### config.mk
export PLATFORM = sky130hd
export DESIGN_NAME = button_event_detector
export DESIGN_NICKNAME = d
export VERILOG_FILES = /design/src/rtl/bed_pkg.sv /design/src/rtl/bed_fsm.sv /design/src/rtl/button_event_detector.sv
export SDC_FILE = /design/constraint.sdc
export NUM_CORES = 1
export LEC_CHECK = 0
export ABC_AREA = 1
export ABC_CLOCK_PERIOD_IN_PS = 5600
export BUFFER_PORTS_ARGS = -buffer_cell sky130_fd_sc_hd__clkbuf_2
export CAP_MARGIN = 20
export CORE_ASPECT_RATIO = 1.1
export CORE_MARGIN = 2
export CORE_UTILIZATION = 25
export CTS_CLUSTER_SIZE = 16
export DETAILED_ROUTE_END_ITERATION = 6
export REMOVE_ABC_BUFFERS = 1
export SLEW_MARGIN = 25
export SYNTH_ARGS = -nofsm -noshare
export SYNTH_HDL_FRONTEND = slang
export SYNTH_SLANG_ARGS = --single-unit
### constraint.sdc
create_clock -name i_clk -period 5.6 [get_ports i_clk]
set_input_delay 1.12 -clock i_clk [delete_from_list [all_inputs] [get_ports i_clk]]
set_output_delay 1.12 -clock i_clk [all_outputs]
set_load 0.005 [all_outputs]
### src/rtl/bed_pkg.sv
// Package for the button event detector: state and event codes, register
// indexes, field widths and saturation limits. No dependencies.
`timescale 1ns / 1ps

package bed_pkg;

    // Pin field and effective pin width of the sampled port
    localparam int unsigned PIN_W      = 8;
    localparam int unsigned C_PIN_BITS = 8;
    localparam logic [PIN_W-1:0] C_PIN_MASK =
        (C_PIN_BITS >= PIN_W) ? {PIN_W{1'b1}} : PIN_W'((1 << C_PIN_BITS) - 1);

    localparam int unsigned TIME_W  = 16;
    localparam int unsigned DIV_W   = 8;
    localparam int unsigned CODE_W  = 3;
    localparam int unsigned STATE_W = 3;
    localparam int unsigned CFG_AW  = 3;
    localparam int unsigned CFG_DW  = 16;

    localparam logic [TIME_W-1:0] C_TIME_SAT  = TIME_W'(60000);
    localparam logic [TIME_W-1:0] C_COUNT_SAT = TIME_W'(65535);

    // Configuration register indexes
    localparam logic [CFG_AW-1:0] C_REG_VALUE_MASK   = CFG_AW'(0);
    localparam logic [CFG_AW-1:0] C_REG_ACTIVE_VALUE = CFG_AW'(1);
    localparam logic [CFG_AW-1:0] C_REG_STEP_PERIOD  = CFG_AW'(2);
    localparam logic [CFG_AW-1:0] C_REG_LONG_PRESS   = CFG_AW'(3);
    localparam logic [CFG_AW-1:0] C_REG_LONG_REPEAT  = CFG_AW'(4);
    localparam logic [CFG_AW-1:0] C_REG_MULTI_BREAK  = CFG_AW'(5);

    typedef enum logic [STATE_W-1:0] {
        ST_RELEASED    = 3'd0,
        ST_FIRST_PRESS = 3'd1,
        ST_LONG        = 3'd2,
        ST_FIRST_UP    = 3'd3,
        ST_MULTI       = 3'd4
    } t_state;

    typedef enum logic [CODE_W-1:0] {
        EV_NONE        = 3'd0,
        EV_PRESS       = 3'd1,
        EV_UP          = 3'd2,
        EV_LONG_PRESS  = 3'd3,
        EV_LONG_UP     = 3'd4,
        EV_MULTI_PRESS = 3'd5,
        EV_MULTI_UP    = 3'd6
    } t_event;

    // Per-tick status handed from the tick counters to the machine
    typedef struct packed {
        logic              step;          // a tick is transferred this cycle
        logic              run;           // machine evaluates on this tick
        logic              pressed;
        logic              changed;       // masked value differs from last tick
        logic [TIME_W-1:0] pressed_time;  // already updated for this tick
        logic [TIME_W-1:0] released_time;
    } t_tick;

    typedef struct packed {
        logic [TIME_W-1:0] long_press;
        logic [TIME_W-1:0] long_repeat;
        logic [TIME_W-1:0] multi_break;
    } t_thresh;

    typedef struct packed {
        t_event            code;
        logic [TIME_W-1:0] arg;
        t_state            state;
    } t_result;

endpackage

### src/rtl/bed_fsm.sv
// Five-state press machine of the button event detector: state, press
// count, repeat mark and toggle flag. Depends on bed_pkg.
`timescale 1ns / 1ps

module bed_fsm
    import bed_pkg::*;
(
    input  logic    i_clk,
    input  logic    i_rst_n,
    input  t_tick   i_tick,
    input  t_thresh i_thresh,
    output t_result o_result
);

    t_state            r_state, n_state;
    logic [TIME_W-1:0] r_press_count, n_press_count;
    logic [TIME_W-1:0] r_last_repeat, n_last_repeat;
    logic              r_toggle, n_toggle;

    logic              toggle_now;
    logic [TIME_W-1:0] repeat_diff;
    t_event            ev_code;
    logic [TIME_W-1:0] ev_arg;

    // Flag seen by the machine includes this tick's change
    assign toggle_now  = r_toggle | i_tick.changed;
    assign repeat_diff = (i_tick.pressed_time >= r_last_repeat)
                       ? i_tick.pressed_time - r_last_repeat
                       : r_last_repeat - i_tick.pressed_time;

    // Next state and event for one tick
    always_comb begin
        n_state       = r_state;
        n_press_count = r_press_count;
        n_last_repeat = r_last_repeat;
        n_toggle      = toggle_now;
        ev_code       = EV_NONE;
        ev_arg        = '0;
        if (i_tick.run) begin
            unique case (r_state)
                ST_RELEASED: begin
                    if (i_tick.pressed) begin
                        n_state = ST_FIRST_PRESS;
                        ev_code = EV_PRESS;
                    end
                end
                ST_FIRST_PRESS: begin
                    if (!i_tick.pressed) begin
                        n_state = ST_FIRST_UP;
                        ev_code = EV_UP;
                    end else if (i_tick.pressed_time >= i_thresh.long_press) begin
                        n_state       = ST_LONG;
                        n_last_repeat = '0;
                    end
                end
                ST_LONG: begin
                    if (!i_tick.pressed) begin
                        n_state = ST_RELEASED;
                        ev_code = EV_LONG_UP;
                    end else if (repeat_diff >= i_thresh.long_repeat) begin
                        n_last_repeat = i_tick.pressed_time;
                        ev_code       = EV_LONG_PRESS;
                        ev_arg        = i_tick.pressed_time;
                    end
                end
                ST_FIRST_UP: begin
                    if (i_tick.pressed) begin
                        n_state       = ST_MULTI;
                        n_press_count = TIME_W'(1);
                    end else if (i_tick.released_time >= i_thresh.multi_break) begin
                        n_state = ST_RELEASED;
                    end
                end
                ST_MULTI: begin
                    if (toggle_now) begin
                        n_toggle = 1'b0;
                        if (i_tick.pressed) begin
                            if (r_press_count < C_COUNT_SAT) begin
                                n_press_count = r_press_count + TIME_W'(1);
                            end
                            ev_code = EV_MULTI_PRESS;
                        end else begin
                            ev_code = EV_MULTI_UP;
                        end
                        ev_arg = n_press_count;
                    end else if (i_tick.pressed_time >= i_thresh.long_press) begin
                        n_state       = ST_LONG;
                        n_last_repeat = '0;
                    end else if (i_tick.released_time >= i_thresh.multi_break) begin
                        n_state = ST_RELEASED;
                    end
                end
                default: begin
                    n_state = r_state;
                end
            endcase
        end
    end

    assign o_result.code  = ev_code;
    assign o_result.arg   = ev_arg;
    assign o_result.state = n_state;

    // Advance machine state on each transferred tick
    always_ff @(posedge i_clk) begin
        if (!i_rst_n) begin
            r_state       <= ST_RELEASED;
            r_press_count <= '0;
            r_last_repeat <= '0;
            r_toggle      <= 1'b0;
        end else if (i_tick.step) begin
            r_state       <= n_state;
            r_press_count <= n_press_count;
            r_last_repeat <= n_last_repeat;
            r_toggle      <= n_toggle;
        end
    end

endmodule

### src/rtl/button_event_detector.sv
// Top level of the button event detector: configuration registers, tick
// counters and the output skid stage. Depends on bed_pkg and bed_fsm.
`timescale 1ns / 1ps

// One input transfer is one 1 ms tick of raw pin bits; every tick gives
// exactly one result transfer (event code, argument and machine state after
// the tick). A tick is taken every clock cycle while input ready is high:
// the counters and the press machine update in the cycle of the input
// transfer and the result lands in a two-entry output stage (result register
// plus skid register), so input ready drops only when both entries hold
// results not yet taken. Configuration writes take effect on the next edge
// and are meant to happen while no tick is in flight.
module button_event_detector
    import bed_pkg::*;
(
    input  logic              i_clk,
    input  logic              i_rst_n,
    // Configuration write port
    input  logic              i_cfg_we,
    input  logic [CFG_AW-1:0] i_cfg_addr,
    input  logic [CFG_DW-1:0] i_cfg_wdata,
    // Tick input
    input  logic              s_axis_tvalid,
    output logic              s_axis_tready,
    input  logic [7:0]        s_axis_tdata,   // [7:0] pin_value
    // Event output
    output logic              m_axis_tvalid,
    input  logic              m_axis_tready,
    output logic [23:0]       m_axis_tdata    // [2:0] event_code, [18:3] event_arg,
                                              // [21:19] button_state, [23:22] zero
);

    // Configuration registers
    logic [PIN_W-1:0]  r_value_mask, r_active_value;
    logic [DIV_W-1:0]  r_step_period;
    logic [TIME_W-1:0] r_long_press, r_long_repeat, r_multi_break;

    // Tick state
    logic [TIME_W-1:0] r_pressed_time, n_pressed_time;
    logic [TIME_W-1:0] r_released_time, n_released_time;
    logic [PIN_W-1:0]  r_prev_value;
    logic [DIV_W-1:0]  r_divider, n_divider;

    // Output stage
    logic              r_out_valid, r_skd_valid;
    t_result           r_out_data, r_skd_data;

    logic              accept, pop;
    logic [PIN_W-1:0]  masked_value;
    logic              pressed;
    logic [DIV_W-1:0]  div_inc;
    t_tick             tick;
    t_thresh           thresh;
    t_result           result;

    assign accept = s_axis_tvalid & s_axis_tready;
    assign pop    = r_out_valid & m_axis_tready;

    // Write configuration registers
    always_ff @(posedge i_clk) begin
        if (!i_rst_n) begin
            r_value_mask   <= PIN_W'(1);
            r_active_value <= '0;
            r_step_period  <= DIV_W'(20);
            r_long_press   <= TIME_W'(1000);
            r_long_repeat  <= TIME_W'(500);
            r_multi_break  <= TIME_W'(250);
        end else if (i_cfg_we) begin
            unique case (i_cfg_addr)
                C_REG_VALUE_MASK:   r_value_mask   <= i_cfg_wdata[PIN_W-1:0];
                C_REG_ACTIVE_VALUE: r_active_value <= i_cfg_wdata[PIN_W-1:0];
                C_REG_STEP_PERIOD:  r_step_period  <= i_cfg_wdata[DIV_W-1:0];
                C_REG_LONG_PRESS:   r_long_press   <= i_cfg_wdata;
                C_REG_LONG_REPEAT:  r_long_repeat  <= i_cfg_wdata;
                C_REG_MULTI_BREAK:  r_multi_break  <= i_cfg_wdata;
                default: ;
            endcase
        end
    end

    // Mask the pins and update the durations and the step divider
    always_comb begin
        masked_value = s_axis_tdata & C_PIN_MASK & r_value_mask;
        pressed      = (masked_value == r_active_value);
        if (pressed) begin
            n_pressed_time  = (r_pressed_time < C_TIME_SAT)
                            ? r_pressed_time + TIME_W'(1) : r_pressed_time;
            n_released_time = '0;
        end else begin
            n_pressed_time  = '0;
            n_released_time = (r_released_time < C_TIME_SAT)
                            ? r_released_time + TIME_W'(1) : r_released_time;
        end
        div_inc   = r_divider + DIV_W'(1);
        n_divider = (div_inc >= r_step_period) ? '0 : div_inc;
    end

    assign tick.step          = accept;
    assign tick.run           = (div_inc >= r_step_period);
    assign tick.pressed       = pressed;
    assign tick.changed       = (masked_value != r_prev_value);
    assign tick.pressed_time  = n_pressed_time;
    assign tick.released_time = n_released_time;

    assign thresh.long_press  = r_long_press;
    assign thresh.long_repeat = r_long_repeat;
    assign thresh.multi_break = r_multi_break;

    bed_fsm u_fsm (
        .i_clk    (i_clk),
        .i_rst_n  (i_rst_n),
        .i_tick   (tick),
        .i_thresh (thresh),
        .o_result (result)
    );

    // Hold tick state, advance on each transfer
    always_ff @(posedge i_clk) begin
        if (!i_rst_n) begin
            r_pressed_time  <= '0;
            r_released_time <= '0;
            r_prev_value    <= '0;
            r_divider       <= '0;
        end else if (accept) begin
            r_pressed_time  <= n_pressed_time;
            r_released_time <= n_released_time;
            r_prev_value    <= masked_value;
            r_divider       <= n_divider;
        end
    end

    // Result register with skid entry behind it
    always_ff @(posedge i_clk) begin
        if (!i_rst_n) begin
            r_out_valid <= 1'b0;
            r_skd_valid <= 1'b0;
        end else if (pop && r_skd_valid) begin
            r_out_valid <= 1'b1;
            r_skd_valid <= 1'b0;
        end else if (pop || !r_out_valid) begin
            r_out_valid <= accept;
        end else if (accept) begin
            r_skd_valid <= 1'b1;
        end
    end

    always_ff @(posedge i_clk) begin
        if (pop && r_skd_valid) begin
            r_out_data <= r_skd_data;
        end else if ((pop || !r_out_valid) && accept) begin
            r_out_data <= result;
        end
        if (accept && r_out_valid && !pop) begin
            r_skd_data <= result;
        end
    end

    assign s_axis_tready = !r_skd_valid;
    assign m_axis_tvalid = r_out_valid;
    assign m_axis_tdata  = {2'b00, r_out_data.state, r_out_data.arg, r_out_data.code};

endmodule

# Word-level counts from Yosys, hierarchy flattened
# Index checks and enable logic that the tools add are counted.
dict set report word_totals {
  register_bits 202
  inputBits 32
  output_inout_bits 26
  word_cells 129
}
dict set report op_classes {
  add_sub_neg 6
  magnitude_cmp 8
  n_eq_ne 17
  n_mux 46
  bitwise 6
  n_reduce_logical 24
}
# operator n
set op_table {}
lappend op_table {{$mux W16} 18}
lappend op_table {{$ge A16 B16 Y1} 4}
lappend op_table {{$pmux W16 S2} 2}
lappend op_table {{$add A16 B1 Y16 const B} 3}
lappend op_table {{$lt A16 B16 Y1 const B} 3}
lappend op_table {{$pmux W16 S3} 1}
lappend op_table {{$mux W22} 2}
lappend op_table {{$mux W3} 12}
lappend op_table {{$sub A16 B16 Y16} 2}
lappend op_table {{$pmux W3 S5} 1}
lappend op_table {{$reduce_and A2 Y1} 7}
lappend op_table {{$eq A3 B2 Y1 const B} 4}
lappend op_table {{$pmux W3 S4} 1}
lappend op_table {{$eq A3 B3 Y1 const B} 3}
lappend op_table {{$add A8 B1 Y8 const B} 1}
lappend op_table {{$and A8 B8 Y8} 1}
lappend op_table {{$eq A8 B8 Y1} 1}
lappend op_table {{$ge A8 B8 Y1} 1}
lappend op_table {{$mux W8} 1}
lappend op_table {{$ne A2 B2 Y1 const B} 4}
lappend op_table {{$ne A8 B8 Y1} 1}
lappend op_table {{$reduce_and A7 Y1} 1}
lappend op_table {{$eq A3 B1 Y1 const B} 2}
lappend op_table {{$logic_not A3 Y1} 2}
lappend op_table {{other kinds (13)} 29}

# Longest topological paths before layout
dict set report depth {
  ltp_word 12
  depth_mapped 41
  mapped_depth_nobuf 37
}

# Hierarchy
# A second synthesis with hierarchy kept.
dict set report hier_totals {
  hier_cells 1998
  area_unflattened_um2 13485.4
}
# mod n_inst cells_each area_per_inst_um2
set by_module_without_submodules {}
lappend by_module_without_submodules {button_event_detector 1 1072 7980.2}
lappend by_module_without_submodules {bed_fsm 1 926 5505.3}

# Worst setup path before layout
# OpenSTA, ideal clock, no wires.
dict set report synth_path {
  path_kind {input port to flip-flop}
  from {in s_axis_tdata[3]}
  to {reg u_fsm.r_last_repeat[10]}
  setup_time_ps 132
  t_arrival_ps 5193
  required_time_ps 5468
  setup_slack_ps 274
  cell_stages 36
  path_buffers 5
  path_cell_list {nand2_1 -> nand2_1 -> nand2_1 -> nor2_1 -> nand4_1 -> buf_2 -> buf_2 -> nor2_1 -> inv_1 -> ha_1 -> buf_2 -> nand2_1 -> inv_1 -> nand2_1 -> nand2_1 -> inv_1 -> o21ai_2 -> nand2_1 -> nand3_4 -> inv_2 -> buf_4 -> nand2_1 -> nand2_1 -> xor2_1 -> inv_1 -> ha_1 -> nand2_1 -> nor3_1 -> nand3_1 -> nand3_1 -> nand2_1 -> nand2_2 -> nand3_2 -> buf_4 -> nand2_1 -> a21oi_1}
}
dict set report synth_between {
  elab_chain_len 8
}
# element line
set synth_rtl {}
lappend synth_rtl {{start, declared} button_event_detector.sv:25} ;# input logic [7:0] s_axis_tdata,
lappend synth_rtl {{$and A8 B8 Y8 (*)} button_event_detector.sv:83} ;# masked_value = s_axis_tdata & C_PIN_MASK & r_value_mask;
lappend synth_rtl {{$eq A8 B8 Y1 (*)} button_event_detector.sv:84} ;# pressed = (masked_value == r_active_value);
lappend synth_rtl {{$mux W16 (*)} button_event_detector.sv:85} ;# if (pressed) begin
lappend synth_rtl {{named net n_pressed_time[3]} button_event_detector.sv:39} ;# logic [TIME_W-1:0] r_pressed_time, n_pressed_time;
lappend synth_rtl {{$sub A16 B16 Y16 (tied with other cells)} bed_fsm.sv:29} ;# : r_last_repeat - i_tick.pressed_time;
lappend synth_rtl {{$mux W16} bed_fsm.sv:28} ;# ? i_tick.pressed_time - r_last_repeat
lappend synth_rtl {{$ge A16 B16 Y1} bed_fsm.sv:60} ;# end else if (repeat_diff >= i_thresh.long_repeat) begin
lappend synth_rtl {{$ne A2 B1 Y1 (no line)} n/a}
lappend synth_rtl {{$reduce_and A7 Y1 (no line)} n/a}
lappend synth_rtl {{end signal, assigned} bed_fsm.sv:114} ;# r_last_repeat <= n_last_repeat;
lappend synth_rtl {{end, declared} bed_fsm.sv:17} ;# logic [TIME_W-1:0] r_last_repeat, n_last_repeat;
# Mark *: on every way through the listed nets, which the timed path passes. The rest lies on a longest branch. The select of a mux whose other input is x is not followed.
# A chain may end at the register's enable or synchronous reset.

# Final worst setup path
dict set report layout_path {
  from {in s_axis_tdata[7]}
  to {reg r_out_data (netlist bit m_axis_tdata[3]), data pin}
}
dict set report layout_between {
  elab_chain_len 12
}
# element line
set layout_rtl {}
lappend layout_rtl {{$and A8 B8 Y8 (*)} button_event_detector.sv:83}
lappend layout_rtl {{$eq A8 B8 Y1} button_event_detector.sv:84}
lappend layout_rtl {{$mux W16} button_event_detector.sv:85}
lappend layout_rtl {{$sub A16 B16 Y16 (tied with other cells)} bed_fsm.sv:29}
lappend layout_rtl {{$mux W16} bed_fsm.sv:28}
lappend layout_rtl {{$ge A16 B16 Y1} bed_fsm.sv:60}
lappend layout_rtl {{$mux W16} bed_fsm.sv:60}
lappend layout_rtl {{$mux W16} bed_fsm.sv:57} ;# if (!i_tick.pressed) begin
lappend layout_rtl {{$pmux W16 S2 (*)} bed_fsm.sv:40} ;# unique case (r_state)
lappend layout_rtl {{$mux W16 (*)} bed_fsm.sv:39} ;# if (i_tick.run) begin
lappend layout_rtl {{$mux W22 (*)} button_event_detector.sv:150} ;# end else if ((pop || !r_out_valid) && accept) begin
lappend layout_rtl {{$mux W22 (*)} button_event_detector.sv:148} ;# if (pop && r_skd_valid) begin
lappend layout_rtl {{end signal, assigned} button_event_detector.sv:149} ;# r_out_data <= r_skd_data;
lappend layout_rtl {{end signal, assigned} button_event_detector.sv:151} ;# r_out_data <= result;
lappend layout_rtl {{end, declared} button_event_detector.sv:46} ;# t_result r_out_data, r_skd_data;
# Every way passes the cells marked *; elsewhere a longest branch is shown, timed or not. The select of a mux whose other input is x is not followed.

==> results.cfg <==
[global_route]
first_global_vias = 11984
overflow = 0
antenna_found_initial = 1
grt_start_max_net_pins = 92
grt_usage_pct = 13.7
met2_usage_pct = 25.1
grt_use_met1_pct = 16.7
use_met3_pct = 1.86
busiest_layer = met2
grt_pass1_wl_um = 61700

[power]
powerDensity_nw_per_um2 = 275
p_leak_nw = 7.06
total_power_mw = 4.31
ir_worst_vdd_v = 0.000201

[logic_synthesis]
synth_xor_area_share_pct = 2.67
netlist.area_leader.share_pct = 24.1
synth_fa_ha_area_share_pct = 8.97
synthMuxAreaShare_pct = 0.0761
synth_top_family_by_area = simple AND/OR/NAND/NOR gates
synthFlopType = dfxtp_1
synth_compound_area_share_pct = 17.7
syn_avg_cell_area_um2 = 7.04
yosysTopAreaCell = dfxtp_1
synth_common_cells = nand2_1, inv_1, a21oi_1
synth-async-reset-ratio_pct = 0
synth_warnings = 0
synth_cell_types = 53
synthMostInstantiatedCell = nand2_1
synth_simple_gate_area_share_pct = 26.2
synth.area.top_cells = dfxtp_1, nand2_1, edfxtp_1
synth_edf_count = 44
syn-cell-area_um2 = 13100
syn_inst = 1866
synth-seq-area-share_pct = 34.1
synth-seq-cells = 202

[clocking]
clk_pin_slew_worst_paths_ns = 0.06
clockRootBuffer = clkbuf_16
cts_buffers = 24
clk_latency_ns = 0.53
clk_path_buf_depth = 3
htreeDepth = 1
postCtsSetupBuffers = 0
cts_tree = built
cts.sinks = 202

[cells_and_area]
syn_to_final_growth_pct = 19.1
drive_gt1_share_pct = 14.3
seq_area_um2 = 4480
multi_input_area_um2 = 7350
fillers = 5686
final_nets = 2113
n_antenna_cell = 0
fin_util_pct = 30.0

[die]
die_w_um = 223
rows = 88
start_util_pct = 25.2
die-area_um2 = 54400
num_io_pins = 58
core_area_um2 = 52200
chipHeight_um = 244

[status]
status = finished clean

[placement]
dpl.hpwl_um = 29100
place_congestion = 0.901
numPortBuffers = 55

[timing]
slew_headroom_pct = 37.1
fin_skew_ns = 0.0140
worstMarginPinSlew_ns = 0.940
drv_slew = 0
hold_viol_final = 0
rsz0062_at_grt = false
finalSetupViolCount = 0
max_freq_ghz = 0.196
period_share_pct = 91.0
period_minus_slack_ns = 5.10

[setup_path]
critPathLaunchType = input pin
cp_slowest_cell = ha_1
r2r-start = r_pressed_time[0]
worstPathMaxFanout = 13
r2r-end = m_axis_tdata[3]
crit_required_ns = 5.88
crit_end = m_axis_tdata[3]
r2r_cells = 30
crit_family = simple AND/OR/NAND/NOR gates
critical_path_arrival_ns = 5.38
critPathMaxStageDelay_ns = 0.33
cp.depth = 31
end_kind = flip-flop
crit_start = s_axis_tdata[7]
crit_top_cell = nand2_1
critPathBufInv = 6
worstSetupPathType = in2reg
reg2reg_slack_ns = 0.52

[routing]
vias = 12360
wl_um = 37800
ant_nets = 0
drt_first_pass_iters = 5
route.detailed.wl_per_inst_um = 14.1
vias_per_cell = 4.61
first_iter_violations = 647
drc = 0

[worst_hold_path]
worstHoldPathType = reg2reg

[run]
drv_cap = 0
worst min-delay path, cell delays in order (launching register included):
cell     delay, ns
dfxtp_1       0.30
inv_1         0.06
a21oi_1       0.06
layout by cell type (no fill, tap or decap), types with 54 or more instances in the layout:
| master | instances |
|---|---|
| nand3_1 | 109 |
| a21oi_1 | 188 |
| clkbuf_2 | 54 |
| ha_1 | 91 |
| nand2_1 | 401 |
| nor2_1 | 142 |
| o21ai_0 | 155 |
| inv_1 | 239 |
| dfxtp_1 | 158 |
| buf_4 | 109 |
sequential cells by signal (all words and copies together), names as in the netlist, 16 cells and up:
signal,flops
m_axis_tdata,22
r_long_press,16
u_fsm.r_last_repeat,16
r_skd_data,22
r_pressed_time,16
r_multi_break,16
u_fsm.r_press_count,16
r_long_repeat,16
r_released_time,16
area by class of cell:
class / count / area share (%)
clock inverters: 16 / 1.25
repair buffers: 167 / 7.37
well taps: 675 / 5.39
inverters: 257 / 6.18
clock buffers: 28 / 4.20
flip-flops and latches: 202 / 28.6
multi-input cells: 1336 / 47.0
timing repair:
| item | CTS | global route |
|---|---|---|
| endpoints found under the setup margin | 0 | 45 |
| gates resized for setup | 0 | 4 |
| hold endpoints to repair | 0 | 0 |
| hold buffers | 0 | 0 |
how the worst min path moves through the flow:
stage                           start           endpoint  cells past startpoint
floorplan            r_long_press[10]   r_long_press[10]                      2
global placement     r_multi_break[9]   r_multi_break[9]                      2
detailed placement   r_multi_break[8]   r_multi_break[8]                      2
CTS                  r_multi_break[8]   r_multi_break[8]                      2
global route        r_multi_break[15]  r_multi_break[15]                      2
finish               r_multi_break[8]   r_multi_break[8]                      2
kinds of logic after synthesis:
group | count (synthesis)
AOI/OAI and AO/OA | 428
xor gates and xnor gates | 40
adders and majority gates | 93
buffers and inverters | 329
DFF | 202
muxes | 1
other | 1
and+or+nand+nor | 772
metal layers:
metal  part of all wire [%]  up-vias
li1                       -     6403
met1                     44     5693
met2                     50      215
met3                    4.1       49
met4                    2.1        0
met5                      0        -
stage by stage:
stage | instances | TNS [ns] | hold slack, ns | setup slack, ns | instance area [µm²]
finish | 2681 | 0 | 0.460 | 0.503 | 15700
global route | 2681 | 0 | 0.478 | 0.0124 | 15700
CTS | 2681 | 0 | 0.466 | 0.368 | 15600
detailed placement | 2637 | -1.88 | 0.456 | -0.127 | 14800
global placement | 2637 | -0.0307 | 0.449 | -0.0164 | 14800
floorplan | 1795 | -10.16 | 0.435 | -0.432 | 12800
power by group:
part / switching, mW / leakage [nW] / total [mW] / internal, mW
Clock: 0.652 / 0.417 / 1.68 / 1.03
Sequential: 0.0392 / 1.71 / 1.58 / 1.54
Combinational: 0.650 / 4.94 / 1.05 / 0.399
Total: 1.34 / 7.06 / 4.31 / 2.97
Note: power is estimated with default switching activity, not from simulation.
